File: src/hdl/mcoc_pkg.sv
// ============================================================================
// mcoc_pkg
// Shared widths, codes and controller/datapath interface types for the
// mip chain offset calculator.
// ============================================================================
package mcoc_pkg;

  // Field and register widths.
  localparam int TEX_DIM_W   = 13;
  localparam int TEX_DEPTH_W = 12;
  localparam int MIP_CNT_W   = 4;
  localparam int BLK_W_W     = 4;
  localparam int MIN_BLK_W   = 3;
  localparam int ELEM_W      = 5;
  localparam int MIP_IN_W    = 5;
  localparam int SLICE_W     = 12;
  localparam int OFFSET_W    = 40;
  localparam int STATUS_W    = 2;
  localparam int CFG_IDX_W   = 3;
  localparam int CFG_DATA_W  = 13;

  // Defaults for the top-level parameters.
  localparam int MAX_MIP_LEVELS_DEF = 13;
  localparam int MAX_DIM_BITS_DEF   = 12;

  // Format and layout constants.
  localparam int CUBE_FACES      = 6;
  localparam int ROW_BLOCK_SHIFT = 2;

  // Shared arithmetic units.
  localparam int DIV_W     = TEX_DIM_W;
  localparam int DIV_CNT_W = $clog2(DIV_W);
  localparam int MUL_A_W   = 32;
  localparam int MUL_B_W   = 13;
  localparam int PROD_W    = MUL_A_W + MUL_B_W;
  localparam int LVL_W     = 31;
  localparam int HALF_W    = OFFSET_W / 2;

  localparam logic [OFFSET_W-1:0] OFFSET_MAX = '1;

  typedef enum logic [CFG_IDX_W-1:0] {
    CFG_TEX_WIDTH     = 3'd0,
    CFG_TEX_HEIGHT    = 3'd1,
    CFG_TEX_DEPTH     = 3'd2,
    CFG_CUBE_MAP      = 3'd3,
    CFG_MIP_LEVELS    = 3'd4,
    CFG_BLOCK_WIDTH   = 3'd5,
    CFG_MIN_BLOCKS    = 3'd6,
    CFG_ELEMENT_BYTES = 3'd7
  } cfg_idx_t;

  typedef enum logic [STATUS_W-1:0] {
    ST_OK    = 2'd0,
    ST_MIXED = 2'd1,
    ST_SAT   = 2'd2
  } status_t;

  typedef enum logic [3:0] {
    OP_NONE,
    OP_DIV_START,
    OP_DIV_STEP,
    OP_MUL_XY,
    OP_MUL_EB,
    OP_MUL_D,
    OP_ACC_LVL,
    OP_MUL_LT,
    OP_MUL_LF,
    OP_MUL_FLO,
    OP_MUL_FHI,
    OP_ADD_T,
    OP_ADD_F,
    OP_ADD_T_HI
  } dp_op_t;

  typedef struct packed {
    logic   load;
    logic   emit;
    dp_op_t op;
  } cmd_t;

  typedef struct packed {
    logic mixed;
    logic compressed;
    logic lvl_last;
    logic need_lt;
    logic need_lf;
    logic need_face;
  } stat_t;

endpackage

File: src/hdl/mcoc_ctrl.sv
// ============================================================================
// mcoc_ctrl
// Sequencer that walks the mip levels and the final terms, and owns the
// handshake state of both channels.
// ============================================================================
module mcoc_ctrl
  import mcoc_pkg::*;
(
  input  logic  clk,
  input  logic  rst_n,
  input  logic  in_valid,
  output logic  in_ready,
  output logic  out_valid,
  input  logic  out_ready,
  input  stat_t stat,
  output cmd_t  cmd
);

  typedef enum logic [4:0] {
    S_IDLE, S_CHECK, S_LVL, S_DIV, S_XY, S_EB, S_D, S_ACC,
    S_MLT, S_ALT, S_MLF, S_ALF, S_MFL, S_AFL, S_MFH, S_AFH, S_DONE
  } state_t;

  state_t               state_r, state_nxt;
  logic [DIV_CNT_W-1:0] cnt_r, cnt_nxt;
  logic                 out_valid_r, out_valid_nxt;

  assign in_ready  = (state_r == S_IDLE);
  assign out_valid = out_valid_r;

  always_comb begin
    state_nxt     = state_r;
    cnt_nxt       = cnt_r;
    out_valid_nxt = out_valid_r & ~out_ready;
    cmd.load      = 1'b0;
    cmd.emit      = 1'b0;
    cmd.op        = OP_NONE;
    case (state_r)
      S_IDLE: begin
        if (in_valid) begin
          cmd.load  = 1'b1;
          state_nxt = S_CHECK;
        end
      end
      S_CHECK: begin
        state_nxt = stat.mixed ? S_DONE : S_LVL;
      end
      S_LVL: begin
        if (stat.compressed) begin
          cmd.op    = OP_DIV_START;
          cnt_nxt   = '0;
          state_nxt = S_DIV;
        end else begin
          cmd.op    = OP_MUL_XY;
          state_nxt = S_EB;
        end
      end
      S_DIV: begin
        cmd.op  = OP_DIV_STEP;
        cnt_nxt = cnt_r + 1'b1;
        if (cnt_r == DIV_CNT_W'(DIV_W - 1)) begin
          state_nxt = S_XY;
        end
      end
      S_XY: begin
        cmd.op    = OP_MUL_XY;
        state_nxt = S_EB;
      end
      S_EB: begin
        cmd.op    = OP_MUL_EB;
        state_nxt = S_D;
      end
      S_D: begin
        cmd.op    = OP_MUL_D;
        state_nxt = S_ACC;
      end
      S_ACC: begin
        cmd.op = OP_ACC_LVL;
        if (!stat.lvl_last) begin
          state_nxt = S_LVL;
        end else if (stat.need_lt) begin
          state_nxt = S_MLT;
        end else if (stat.need_face) begin
          state_nxt = S_MFL;
        end else begin
          state_nxt = S_DONE;
        end
      end
      S_MLT: begin
        cmd.op    = OP_MUL_LT;
        state_nxt = S_ALT;
      end
      S_ALT: begin
        cmd.op = OP_ADD_T;
        if (stat.need_lf) begin
          state_nxt = S_MLF;
        end else if (stat.need_face) begin
          state_nxt = S_MFL;
        end else begin
          state_nxt = S_DONE;
        end
      end
      S_MLF: begin
        cmd.op    = OP_MUL_LF;
        state_nxt = S_ALF;
      end
      S_ALF: begin
        cmd.op    = OP_ADD_F;
        state_nxt = S_MFL;
      end
      S_MFL: begin
        cmd.op    = OP_MUL_FLO;
        state_nxt = S_AFL;
      end
      S_AFL: begin
        cmd.op    = OP_ADD_T;
        state_nxt = S_MFH;
      end
      S_MFH: begin
        cmd.op    = OP_MUL_FHI;
        state_nxt = S_AFH;
      end
      S_AFH: begin
        cmd.op    = OP_ADD_T_HI;
        state_nxt = S_DONE;
      end
      S_DONE: begin
        if (!out_valid_r || out_ready) begin
          cmd.emit      = 1'b1;
          out_valid_nxt = 1'b1;
          state_nxt     = S_IDLE;
        end
      end
      default: begin
        state_nxt = S_IDLE;
      end
    endcase
  end

  always_ff @(posedge clk) begin
    if (!rst_n) begin
      state_r     <= S_IDLE;
      cnt_r       <= '0;
      out_valid_r <= 1'b0;
    end else begin
      state_r     <= state_nxt;
      cnt_r       <= cnt_nxt;
      out_valid_r <= out_valid_nxt;
    end
  end

endmodule

File: src/hdl/mcoc_dp.sv
// ============================================================================
// mcoc_dp
// Datapath: configuration registers, level geometry, a restoring divider,
// one shared multiplier and two saturating 40-bit accumulators.
// ============================================================================
module mcoc_dp
  import mcoc_pkg::*;
#(
  parameter int MAX_MIP_LEVELS = MAX_MIP_LEVELS_DEF,
  parameter int MAX_DIM_BITS   = MAX_DIM_BITS_DEF
) (
  input  logic                  clk,
  input  logic                  rst_n,
  input  logic                  cfg_we,
  input  logic [CFG_IDX_W-1:0]  cfg_index,
  input  logic [CFG_DATA_W-1:0] cfg_data,
  input  logic signed [MIP_IN_W-1:0] in_target_mip,
  input  logic signed [SLICE_W-1:0]  in_target_slice,
  output logic [OFFSET_W-1:0]   out_byte_offset,
  output logic [STATUS_W-1:0]   out_status,
  input  cmd_t                  cmd,
  output stat_t                 stat
);

  localparam int MIP_W   = $clog2(MAX_MIP_LEVELS + 1);
  localparam int DIM_LIM = 1 << MAX_DIM_BITS;

  // Configuration registers.
  logic [TEX_DIM_W-1:0]   tex_width_r, tex_height_r;
  logic [TEX_DEPTH_W-1:0] tex_depth_r;
  logic                   cube_map_r;
  logic [MIP_CNT_W-1:0]   mip_levels_r;
  logic [BLK_W_W-1:0]     block_width_r;
  logic [MIN_BLK_W-1:0]   min_blocks_r;
  logic [ELEM_W-1:0]      element_bytes_r;

  // Per-item registers.
  logic [MIP_W-1:0]    m_r, m_nxt, tm_r, tm_nxt, last_r, last_nxt;
  logic [SLICE_W-1:0]  ts_r, ts_nxt;
  logic [MUL_B_W-1:0]  k_r, k_nxt;
  logic                mixed_r, mixed_nxt, whole_r, whole_nxt;
  logic [DIV_W-1:0]    quo_r, quo_nxt;
  logic [BLK_W_W-1:0]  rem_r, rem_nxt;
  logic [PROD_W-1:0]   prod_r, prod_nxt;
  logic [LVL_W-1:0]    lt_r, lt_nxt, lf_r, lf_nxt;
  logic [OFFSET_W-1:0] sum_t_r, sum_t_nxt, sum_f_r, sum_f_nxt;
  logic                sum_t_sat_r, sum_t_sat_nxt, sum_f_sat_r, sum_f_sat_nxt;
  logic [OFFSET_W-1:0] out_byte_offset_r, out_byte_offset_nxt;
  logic [STATUS_W-1:0] out_status_r, out_status_nxt;

  // Geometry of the level held in m_r.
  logic [TEX_DIM_W-1:0]   w_clamp, h_clamp, w_m, h_m, bx_c, by_c;
  logic [TEX_DEPTH_W-1:0] depth_eff, d_m;
  logic [MIP_W-1:0]       mips_c, tm_c;
  logic                   deep, compressed;

  // Divider step.
  logic [BLK_W_W:0]       rem_t;

  // Shared multiplier.
  logic [MUL_A_W-1:0]     mul_a;
  logic [MUL_B_W-1:0]     mul_b;
  logic [PROD_W-1:0]      mul_p;

  // Saturating adder.
  logic [OFFSET_W-1:0]    add_term;
  logic                   add_over;

  function automatic logic [OFFSET_W:0] sat_add(input logic [OFFSET_W-1:0] acc,
                                                input logic                acc_sat,
                                                input logic [OFFSET_W-1:0] term,
                                                input logic                over);
    logic [OFFSET_W:0] sum;
    logic              sat;
    sum = {1'b0, acc} + {1'b0, term};
    sat = acc_sat | over | sum[OFFSET_W];
    return sat ? {1'b1, OFFSET_MAX} : {1'b0, sum[OFFSET_W-1:0]};
  endfunction

  always_comb begin
    w_clamp = ({4'b0, tex_width_r} > 17'(DIM_LIM)) ? TEX_DIM_W'(DIM_LIM) : tex_width_r;
    h_clamp = ({4'b0, tex_height_r} > 17'(DIM_LIM)) ? TEX_DIM_W'(DIM_LIM) : tex_height_r;
    w_m     = w_clamp >> m_r;
    h_m     = h_clamp >> m_r;
    if (w_m == '0) w_m = TEX_DIM_W'(1);
    if (h_m == '0) h_m = TEX_DIM_W'(1);
    by_c = h_m >> ROW_BLOCK_SHIFT;
    if (by_c < TEX_DIM_W'(min_blocks_r)) by_c = TEX_DIM_W'(min_blocks_r);
    bx_c = (quo_r < TEX_DIM_W'(min_blocks_r)) ? TEX_DIM_W'(min_blocks_r) : quo_r;
    depth_eff = (tex_depth_r == '0) ? TEX_DEPTH_W'(1) : tex_depth_r;
    d_m       = depth_eff >> m_r;
    if (d_m == '0) d_m = TEX_DEPTH_W'(1);
    deep       = (depth_eff > TEX_DEPTH_W'(1));
    compressed = (block_width_r != '0);
    mips_c = ({1'b0, mip_levels_r} > 5'(MAX_MIP_LEVELS)) ?
             MIP_W'(MAX_MIP_LEVELS) : MIP_W'(mip_levels_r);
    // Only a non-negative target mip is used, so it is compared as unsigned.
    tm_c   = ({1'b0, in_target_mip} > 6'(MAX_MIP_LEVELS)) ?
             MIP_W'(MAX_MIP_LEVELS) : MIP_W'(in_target_mip);
  end

  // Multiplier operand selection.
  always_comb begin
    mul_a = '0;
    mul_b = '0;
    case (cmd.op)
      OP_MUL_XY: begin
        mul_a = compressed ? MUL_A_W'(bx_c) : MUL_A_W'(w_m);
        mul_b = compressed ? MUL_B_W'(by_c) : MUL_B_W'(h_m);
      end
      OP_MUL_EB: begin
        mul_a = prod_r[MUL_A_W-1:0];
        mul_b = MUL_B_W'(element_bytes_r);
      end
      OP_MUL_D: begin
        mul_a = prod_r[MUL_A_W-1:0];
        mul_b = MUL_B_W'(d_m);
      end
      OP_MUL_LT: begin
        mul_a = MUL_A_W'(lt_r);
        mul_b = MUL_B_W'(ts_r);
      end
      OP_MUL_LF: begin
        mul_a = MUL_A_W'(lf_r);
        mul_b = MUL_B_W'(ts_r);
      end
      OP_MUL_FLO: begin
        mul_a = MUL_A_W'(sum_f_r[HALF_W-1:0]);
        mul_b = k_r;
      end
      OP_MUL_FHI: begin
        mul_a = MUL_A_W'(sum_f_r[OFFSET_W-1:HALF_W]);
        mul_b = k_r;
      end
      default: begin
        mul_a = '0;
        mul_b = '0;
      end
    endcase
    mul_p = PROD_W'(mul_a) * PROD_W'(mul_b);
  end

  // Accumulator term: plain product, or the upper-half product moved up.
  always_comb begin
    if (cmd.op == OP_ADD_T_HI) begin
      add_term = {prod_r[OFFSET_W-HALF_W-1:0], HALF_W'(0)};
      add_over = (|prod_r[PROD_W-1:OFFSET_W-HALF_W]) | (sum_f_sat_r & (k_r != '0));
    end else begin
      add_term = prod_r[OFFSET_W-1:0];
      add_over = |prod_r[PROD_W-1:OFFSET_W];
    end
  end

  always_comb begin
    m_nxt               = m_r;
    tm_nxt              = tm_r;
    last_nxt            = last_r;
    ts_nxt              = ts_r;
    k_nxt               = k_r;
    mixed_nxt           = mixed_r;
    whole_nxt           = whole_r;
    quo_nxt             = quo_r;
    rem_nxt             = rem_r;
    prod_nxt            = prod_r;
    lt_nxt              = lt_r;
    lf_nxt              = lf_r;
    sum_t_nxt           = sum_t_r;
    sum_t_sat_nxt       = sum_t_sat_r;
    sum_f_nxt           = sum_f_r;
    sum_f_sat_nxt       = sum_f_sat_r;
    out_byte_offset_nxt = out_byte_offset_r;
    out_status_nxt      = out_status_r;
    rem_t               = {rem_r, quo_r[DIV_W-1]};

    if (cmd.load) begin
      mixed_nxt     = in_target_mip[MIP_IN_W-1] ^ in_target_slice[SLICE_W-1];
      whole_nxt     = in_target_mip[MIP_IN_W-1] & in_target_slice[SLICE_W-1];
      ts_nxt        = in_target_slice;
      m_nxt         = '0;
      sum_t_nxt     = '0;
      sum_t_sat_nxt = 1'b0;
      sum_f_nxt     = '0;
      sum_f_sat_nxt = 1'b0;
      if (whole_nxt) begin
        // Only the full chain is needed, scaled by the face count.
        tm_nxt   = '0;
        last_nxt = mips_c;
        k_nxt    = cube_map_r ? MUL_B_W'(CUBE_FACES) : MUL_B_W'(1);
      end else begin
        tm_nxt   = tm_c;
        last_nxt = (cube_map_r && (mips_c > tm_c)) ? mips_c : tm_c;
        k_nxt    = MUL_B_W'(in_target_slice);
      end
    end

    case (cmd.op)
      OP_DIV_START: begin
        quo_nxt = w_m;
        rem_nxt = '0;
      end
      OP_DIV_STEP: begin
        if (rem_t >= {1'b0, block_width_r}) begin
          rem_nxt = BLK_W_W'(rem_t - {1'b0, block_width_r});
          quo_nxt = {quo_r[DIV_W-2:0], 1'b1};
        end else begin
          rem_nxt = rem_t[BLK_W_W-1:0];
          quo_nxt = {quo_r[DIV_W-2:0], 1'b0};
        end
      end
      OP_MUL_XY, OP_MUL_EB, OP_MUL_LT, OP_MUL_LF, OP_MUL_FLO, OP_MUL_FHI: begin
        prod_nxt = mul_p;
      end
      OP_MUL_D: begin
        // prod_r still holds this level's size.
        prod_nxt = mul_p;
        if (m_r == tm_r) lt_nxt = prod_r[LVL_W-1:0];
        if (m_r == mips_c) lf_nxt = prod_r[LVL_W-1:0];
      end
      OP_ACC_LVL: begin
        if (m_r < tm_r) begin
          {sum_t_sat_nxt, sum_t_nxt} = sat_add(sum_t_r, sum_t_sat_r, add_term, add_over);
        end
        if (m_r < mips_c) begin
          {sum_f_sat_nxt, sum_f_nxt} = sat_add(sum_f_r, sum_f_sat_r, add_term, add_over);
        end
        m_nxt = m_r + 1'b1;
      end
      OP_ADD_T, OP_ADD_T_HI: begin
        {sum_t_sat_nxt, sum_t_nxt} = sat_add(sum_t_r, sum_t_sat_r, add_term, add_over);
      end
      OP_ADD_F: begin
        {sum_f_sat_nxt, sum_f_nxt} = sat_add(sum_f_r, sum_f_sat_r, add_term, add_over);
      end
      default: begin
        prod_nxt = prod_r;
      end
    endcase

    if (cmd.emit) begin
      if (mixed_r) begin
        out_byte_offset_nxt = '0;
        out_status_nxt      = ST_MIXED;
      end else begin
        out_byte_offset_nxt = sum_t_r;
        out_status_nxt      = sum_t_sat_r ? ST_SAT : ST_OK;
      end
    end
  end

  always_ff @(posedge clk) begin
    if (!rst_n) begin
      tex_width_r     <= '0;
      tex_height_r    <= '0;
      tex_depth_r     <= TEX_DEPTH_W'(1);
      cube_map_r      <= 1'b0;
      mip_levels_r    <= MIP_CNT_W'(1);
      block_width_r   <= '0;
      min_blocks_r    <= MIN_BLK_W'(1);
      element_bytes_r <= ELEM_W'(4);
    end else if (cfg_we) begin
      case (cfg_idx_t'(cfg_index))
        CFG_TEX_WIDTH:     tex_width_r     <= cfg_data[TEX_DIM_W-1:0];
        CFG_TEX_HEIGHT:    tex_height_r    <= cfg_data[TEX_DIM_W-1:0];
        CFG_TEX_DEPTH:     tex_depth_r     <= cfg_data[TEX_DEPTH_W-1:0];
        CFG_CUBE_MAP:      cube_map_r      <= cfg_data[0];
        CFG_MIP_LEVELS:    mip_levels_r    <= cfg_data[MIP_CNT_W-1:0];
        CFG_BLOCK_WIDTH:   block_width_r   <= cfg_data[BLK_W_W-1:0];
        CFG_MIN_BLOCKS:    min_blocks_r    <= cfg_data[MIN_BLK_W-1:0];
        CFG_ELEMENT_BYTES: element_bytes_r <= cfg_data[ELEM_W-1:0];
        default: begin
          tex_width_r <= tex_width_r;
        end
      endcase
    end
  end

  always_ff @(posedge clk) begin
    m_r               <= m_nxt;
    tm_r              <= tm_nxt;
    last_r            <= last_nxt;
    ts_r              <= ts_nxt;
    k_r               <= k_nxt;
    mixed_r           <= mixed_nxt;
    whole_r           <= whole_nxt;
    quo_r             <= quo_nxt;
    rem_r             <= rem_nxt;
    prod_r            <= prod_nxt;
    lt_r              <= lt_nxt;
    lf_r              <= lf_nxt;
    sum_t_r           <= sum_t_nxt;
    sum_t_sat_r       <= sum_t_sat_nxt;
    sum_f_r           <= sum_f_nxt;
    sum_f_sat_r       <= sum_f_sat_nxt;
    out_byte_offset_r <= out_byte_offset_nxt;
    out_status_r      <= out_status_nxt;
  end

  assign out_byte_offset = out_byte_offset_r;
  assign out_status      = out_status_r;

  assign stat.mixed      = mixed_r;
  assign stat.compressed = compressed;
  assign stat.lvl_last   = (m_r == last_r);
  assign stat.need_lt    = ~whole_r & deep;
  assign stat.need_lf    = ~whole_r & deep & cube_map_r;
  assign stat.need_face  = whole_r | cube_map_r;

endmodule

File: src/hdl/mip_chain_offset_calc.sv
// ============================================================================
// mip_chain_offset_calc
// Byte offset of one mip level and slice or face inside a packed texture,
// or the size of the whole chain.
// ============================================================================
// Each request transfer gives one result transfer. A request is handled one
// at a time: the sequencer walks mip levels 0 through L, where L is the target
// mip (or the larger of the target mip and the mip count for a cube map, or
// the mip count for a whole-size request). Each level uses the shared
// multiplier, and when a block width is set the 13-step restoring divider for
// the block count runs first. After the walk the slice and face terms are
// added. A request with exactly one negative target skips the walk and is
// answered with status 1. A finished result sits in an output register, and
// the next request is accepted while it waits to be taken. Sums above
// 2^40-1 return 2^40-1 with status 2. Configuration is written through
// cfg_we/cfg_index/cfg_data and must only change while idle.
// ============================================================================
module mip_chain_offset_calc
  import mcoc_pkg::*;
#(
  parameter int MAX_MIP_LEVELS = MAX_MIP_LEVELS_DEF,
  parameter int MAX_DIM_BITS   = MAX_DIM_BITS_DEF
) (
  input  logic                       clk,
  input  logic                       rst_n,
  // Configuration write port.
  input  logic                       cfg_we,
  input  logic [CFG_IDX_W-1:0]       cfg_index,
  input  logic [CFG_DATA_W-1:0]      cfg_data,
  // Request channel.
  input  logic                       in_valid,
  output logic                       in_ready,
  input  logic signed [MIP_IN_W-1:0] in_target_mip,
  input  logic signed [SLICE_W-1:0]  in_target_slice,
  // Result channel.
  output logic                       out_valid,
  input  logic                       out_ready,
  output logic [OFFSET_W-1:0]        out_byte_offset,
  output logic [STATUS_W-1:0]        out_status
);

  // Commands flow from the sequencer to the datapath; status flows back.
  cmd_t  cmd;
  stat_t stat;

  mcoc_ctrl u_ctrl (
    .clk       (clk),
    .rst_n     (rst_n),
    .in_valid  (in_valid),
    .in_ready  (in_ready),
    .out_valid (out_valid),
    .out_ready (out_ready),
    .stat      (stat),
    .cmd       (cmd)
  );

  // The datapath captures the request on the load command and drives the
  // result register on the emit command.
  mcoc_dp #(
    .MAX_MIP_LEVELS (MAX_MIP_LEVELS),
    .MAX_DIM_BITS   (MAX_DIM_BITS)
  ) u_dp (
    .clk             (clk),
    .rst_n           (rst_n),
    .cfg_we          (cfg_we),
    .cfg_index       (cfg_index),
    .cfg_data        (cfg_data),
    .in_target_mip   (in_target_mip),
    .in_target_slice (in_target_slice),
    .out_byte_offset (out_byte_offset),
    .out_status      (out_status),
    .cmd             (cmd),
    .stat            (stat)
  );

endmodule

File: config.mk
export PLATFORM = sky130hd
export DESIGN_NAME = mip_chain_offset_calc
export DESIGN_NICKNAME = d
export VERILOG_FILES = /design/src/hdl/mcoc_pkg.sv /design/src/hdl/mcoc_ctrl.sv /design/src/hdl/mcoc_dp.sv /design/src/hdl/mip_chain_offset_calc.sv
export SDC_FILE = /design/constraint.sdc
export NUM_CORES = 2
export LEC_CHECK = 0
export ABC_AREA = 1
export ABC_CLOCK_PERIOD_IN_PS = 18180
export BUFFER_PORTS_ARGS = -buffer_cell sky130_fd_sc_hd__clkbuf_2
export CAP_MARGIN = 20
export CORE_AREA = 2 2 352 354
export DETAILED_ROUTE_END_ITERATION = 10
export DIE_AREA = 0 0 354 356
export SYNTH_ARGS = -nofsm -noshare
export SYNTH_HDL_FRONTEND = slang
export SYNTH_SLANG_ARGS = --single-unit
File: constraint.sdc
create_clock -name clk -period 18.18 [get_ports clk]
set_input_delay 3.636 -clock clk [delete_from_list [all_inputs] [get_ports clk]]
set_output_delay 3.636 -clock clk [all_outputs]
set_load 0.05 [all_outputs]
# After elaboration in Yosys (flattened, before gate mapping)

Index checks and enable logic that the tools add are counted.

Flip-flop bits (word level): 352
Bits of input ports: 38
Output and inout port bits: 44
Logic and storage cells: 202

$add $sub $neg: 5
$mul: 1
Magnitude comparators: 11
Equal/unequal tests: 44
Shift operators: 3
Multiplexer cells: 61
Bitwise logic cells: 14
Reductions and logical operators: 34

Operators by type and width:

| operator               | count |
|---|---|
| $mux W40               | 5 |
| $pmux W32 S6           | 1 |
| $pmux W40 S2           | 2 |
| $mux W13               | 8 |
| $pmux W5 S17           | 1 |
| $add A40 B40 Y41       | 2 |
| $mux W41               | 2 |
| $pmux W13 S5           | 1 |
| $pmux W4 S13           | 1 |
| $mul A32 B13 Y45       | 1 |
| $eq A5 B4 Y1 const B   | 8 |
| $mux W5                | 8 |
| $mux W4                | 8 |
| $eq A4 B4 Y1 const B   | 7 |
| $gt A13 B13 Y1 const B | 2 |
| $logic_not A13 Y1      | 2 |
| $pmux W13 S2           | 1 |
| $shr A13 B4 Y13        | 2 |
| $reduce_or A25 Y1      | 1 |
| $logic_not A12 Y1      | 2 |
| $mux W12               | 2 |
| $reduce_and A2 Y1      | 11 |
| $eq A5 B3 Y1 const B   | 4 |
| $eq A4 B3 Y1 const B   | 4 |
| 44 further kinds       | 87 |

# Longest topological paths before layout

Word-level depth: 10
Depth in mapped cells: 45
Depth with buffers taken out: 43

# Cells and area by module

From an unflattened synthesis, not the netlist that was laid out.

Cell total of the unflattened synthesis: 4851
Area, all modules: 36622.6 sq um

By module, submodules not included:

| module    | instances | cells each | area each (sq um) |
|---|---|---|---|
| mcoc_dp   | 1         | 4707       | 35796.8 |
| mcoc_ctrl | 1         | 144        | 825.8 |

# Least setup slack after synthesis

No wires, ideal clock.

Path kind: reg-to-reg
Start point: register u_dp.m_r[1]
End point: register u_dp.prod_r[31], data pin
Arrival time: 7.020 ns
Data required time: 17.920 ns
Path slack: 10.900 ns
Stages on the path, launching flop included: 39
Path buffers: 3
Period minus slack after synthesis: 7.280 ns
Cell sequence: edfxtp_1 -> buf_2 -> inv_1 -> buf_2 -> o21ai_0 -> or2_2 -> nand3_1 -> nand2_1 -> inv_1 -> ha_1 -> a21oi_1 -> nand3_1 -> nor2_2 -> nand3_1 -> nand2_1 -> nand3_1 -> nand2_1 -> buf_2 -> [... 3 more ...] -> fa_1 -> inv_1 -> fa_1 -> inv_1 -> fa_1 -> fa_1 -> inv_1 -> ha_1 -> a21o_1 -> a21oi_1 -> o21ai_0 -> a21oi_1 -> o21ai_0 -> a21oi_1 -> o21ai_0 -> nand2_1 -> nand2_1 -> xor2_1

Word-level cells in the longest chain between the ends: 8
Elaborated cells between the ends (all ways): 16
Those cells by class: mul: 1; order compare: 1; shift: 3; mux: 8; reduce/logical: 3

Ends and longest elaborated chain:

| item                     | RTL line       | text |
|---|---|---|
| start: declaration       | mcoc_dp.sv:38  | `logic [MIP_W-1:0] m_r, m_nxt, tm_r, tm_nxt, last_r, last_nxt;` |
| start signal: assignment | mcoc_dp.sv:278 | `m_r <= m_nxt;` |
| $shr A13 B4 Y13          | mcoc_dp.sv:84  | `h_m = h_clamp >> m_r;` |
| $logic_not A13 Y1        | mcoc_dp.sv:86  | `if (h_m == '0) h_m = TEX_DIM_W'(1);` |
| $mux W13                 | mcoc_dp.sv:86  |  |
| $lt A11 B3 Y1            | mcoc_dp.sv:88  | `if (by_c < TEX_DIM_W'(min_blocks_r)) by_c = TEX_DIM_W'(min_blocks_r);` |
| $mux W11                 | mcoc_dp.sv:88  |  |
| $mux W13                 | mcoc_dp.sv:109 | `mul_b = compressed ? MUL_B_W'(by_c) : MUL_B_W'(h_m);` |
| $pmux W13 S5             | mcoc_dp.sv:106 | `case (cmd.op)` |
| $mul A32 B13 Y45 (*)     | mcoc_dp.sv:140 | `mul_p = PROD_W'(mul_a) * PROD_W'(mul_b);` |
| net u_dp.mul_p[31]       | mcoc_dp.sv:63  | `logic [PROD_W-1:0] mul_p;` |
| end signal: assignment   | mcoc_dp.sv:287 | `prod_r <= prod_nxt;` |
| end: declaration         | mcoc_dp.sv:44  | `logic [PROD_W-1:0] prod_r, prod_nxt;` |

The timed path passes the listed nets; every way through them passes the cells marked *.
A chain may end at the register's enable or synchronous reset.

# Worst setup path in the final report

Start point: register u_dp.m_r[2]
End point: register u_dp.prod_r[38], data pin

The elaborated chain is that of the path after synthesis.

==> metrics.cfg <==
[synth]
syn_inst = 4860
syn_area_sq_mm = 0.0364
syn_area_per_cell_sq_um = 7.48
synth_ff_type = edfxtp_1
synth_seq_area_share = 0.249
synth_edf_count = 204
yosysWarningCount = 0
yosysUniqueCellTypes = 71
ys_async_sr_fraction = 0
ys_ff_latch = 351

[route]
drc = 0
wl_met2_microns = 57600
dr.max_layer_used = met5
met1_length_microns = 54000
dr_wl_met3_microns = 8220
vias = 33259
wl_per_cell_microns = 19.0
viasPerCell = 5.09
ant_nets = 0
drt-initial-drc-count = 2749
dr.pass1.iters = 6
wl_microns = 125000

[floorplanning]
dieArea_sq_mm = 0.126
num_rows = 129
start_util = 0.297
core-area_sq_mm = 0.123
die_w_microns = 354
pin_count = 82
die_h_microns = 356

[final_layout]
instances_no_fill = 6540
final_common_cell = nand2_1
layout.nets = 5435
layout-drive-gt1-share = 0.0610
final_area_sq_mm = 0.0400
area_growth_pct = 9.88
final_cell_mix = 950 x nand2_1, 829 x inv_1, 502 x nor2_1

[timing]
tightestPinTransition_ps = 1130
fin_crit_sh = 0.500
rsz0062_at_grt = no
clock_skew_ps = 40.0
tns_ps = 0
fin_hold_ws_ps = 462
fmax_ghz = 0.110
drv_slew = 0
hold_viol = 0
relSlewSlack = 0.247
setup_viol = 0
post-route-min-period_ps = 9080

[power_and_ir_drop]
power_density_mw_per_mm2 = 58.0
peakVddDrop_v = 0.0000648
p_leak_nw = 17.7
power_mw = 2.32

[place]
dp_hpwl_microns = 99300
port_buffers = 81
place_inst = 6463
dpl_cell_area_sq_mm = 0.0385
gp_congestion = 0.958

[cts]
clk_pin_slew_ps = 60
clockBufferDepth = 3
cts-root-buf = clkbuf_16
hold_buffers = 0
cts-buffers-inserted = 41
cts_num_sinks = 351
post_cts.repair.setup_buffers = 0
cts_tree = done
clock_latency_ps = 590
post_cts_resized = 0
h-tree-depth = 2

[setup_path]
cp_common_cell = nand2_1
crit_path_max_fanout = 43
start_kind = flip-flop
cpPeakStageDelay_ps = 810
arrival_ps = 9390
r2r_setup_slack_ps = 9100
required_ps = 18480
worstSetupPathType = flip-flop to flip-flop
crit_slowest_cell = clkinv_1
cp-end-kind = flip-flop

[min_path]
hold_class = flip-flop to flip-flop

[run_status]
run_status = complete, no violations

[global_route]
grt_use_total = 0.196
antenna_found_initial = 1
grt_pass1_vias = 33443
overflow = 0
grt_pass1_wl_microns = 194000
grt_max_degree = 68

[run]
max_cap_violations = 0

-- area by class of cell --
cell class / instances / area [sq um]
fill: 13207 / 82700
multi-input combinational: 3472 / 23300
sequential: 351 / 9070
inverter: 875 / 3290
tap: 1637 / 2050
clock buffer: 53 / 1170
timing repair buffer: 129 / 773
clock inverter: 22 / 259
antenna: 1 / 2.50
-- cell usage after synthesis, drive strengths merged, types with 36 or more instances --
cell | instances | share of area
fa | 333 | 0.18
a21oi | 378 | 0.052
o21ai | 383 | 0.053
nand2 | 966 | 0.10
xor2 | 42 | 0.010
nand4 | 36 | 0.0062
nor3 | 53 | 0.0076
nand3 | 222 | 0.031
xnor2 | 44 | 0.011
dfxtp | 147 | 0.081
ha | 194 | 0.067
o211ai | 62 | 0.013
edfxtp | 204 | 0.17
clkbuf | 106 | 0.011
inv | 863 | 0.089
buf | 66 | 0.0098
nor2 | 516 | 0.054
-- flip-flops by register name, indices dropped and copies added (netlist names), 5 cells and up --
register / cells
u_dp.lt_r: 31
u_dp.tex_width_r: 13
u_dp.sum_f_r: 40
u_dp.element_bytes_r: 5
u_dp.quo_r: 13
u_dp.sum_t_r: 40
u_dp.tex_height_r: 13
u_dp.k_r: 12
u_dp.ts_r: 12
u_ctrl.state_r: 5
u_dp.prod_r: 45
u_dp.lf_r: 31
u_dp.tex_depth_r: 12
u_dp.out_byte_offset: 40
-- power breakdown --
group	switching [mW]	total, mW	leakage (nW)	internal [mW]
clock	0.362	0.891	0.702	0.530
sequential	0.0259	0.913	3.06	0.888
combinational	0.389	0.514	13.9	0.125
-- metal layers --
metal	vias up	track usage
met3	203	0.0229
met4	2	0.0697
met2	1187	0.326
met1	16122	0.262
met5	-	0
li1	15745	-
-- final timing paths --
kind	cells past startpoint	from	to
setup reg to reg	37	u_dp.m_r[2]	u_dp.prod_r[38]
setup / recovery	37	u_dp.m_r[2]	u_dp.prod_r[38]
hold / removal	0	u_dp.prod_r[5]	u_dp.lf_r[5]
hold reg to reg	0	u_dp.prod_r[5]	u_dp.lf_r[5]
-- kinds of logic after synthesis --
group,count (synthesis),synth area share
fa+ha+maj,527,0.250
xor+xnor,86,0.0207
flops,351,0.249
compound gates,1012,0.160
other cells,2,0.000206
mux,2,0.000550
buf+inv,1047,0.111
simple gates,1833,0.208
-- critical path: cells and delay by family (launching register included) --
kind,cells,cell delay [ps]
xor gates and xnor gates,1,60
and+or+nand+nor,16,2240
adders and majority gates,7,3180
buffers and inverters,8,1890
AOI/OAI and AO/OA,5,1060
DFF,1,320
-- per-stage QoR --
stage,util,setup slack (ps)
floorplan,-,10900
global placement,0.314,9370
detailed placement,0.314,9250
CTS,0.326,9180
global route,0.326,8360
finish,0.326,9100
(Power assumes the default switching activity.)
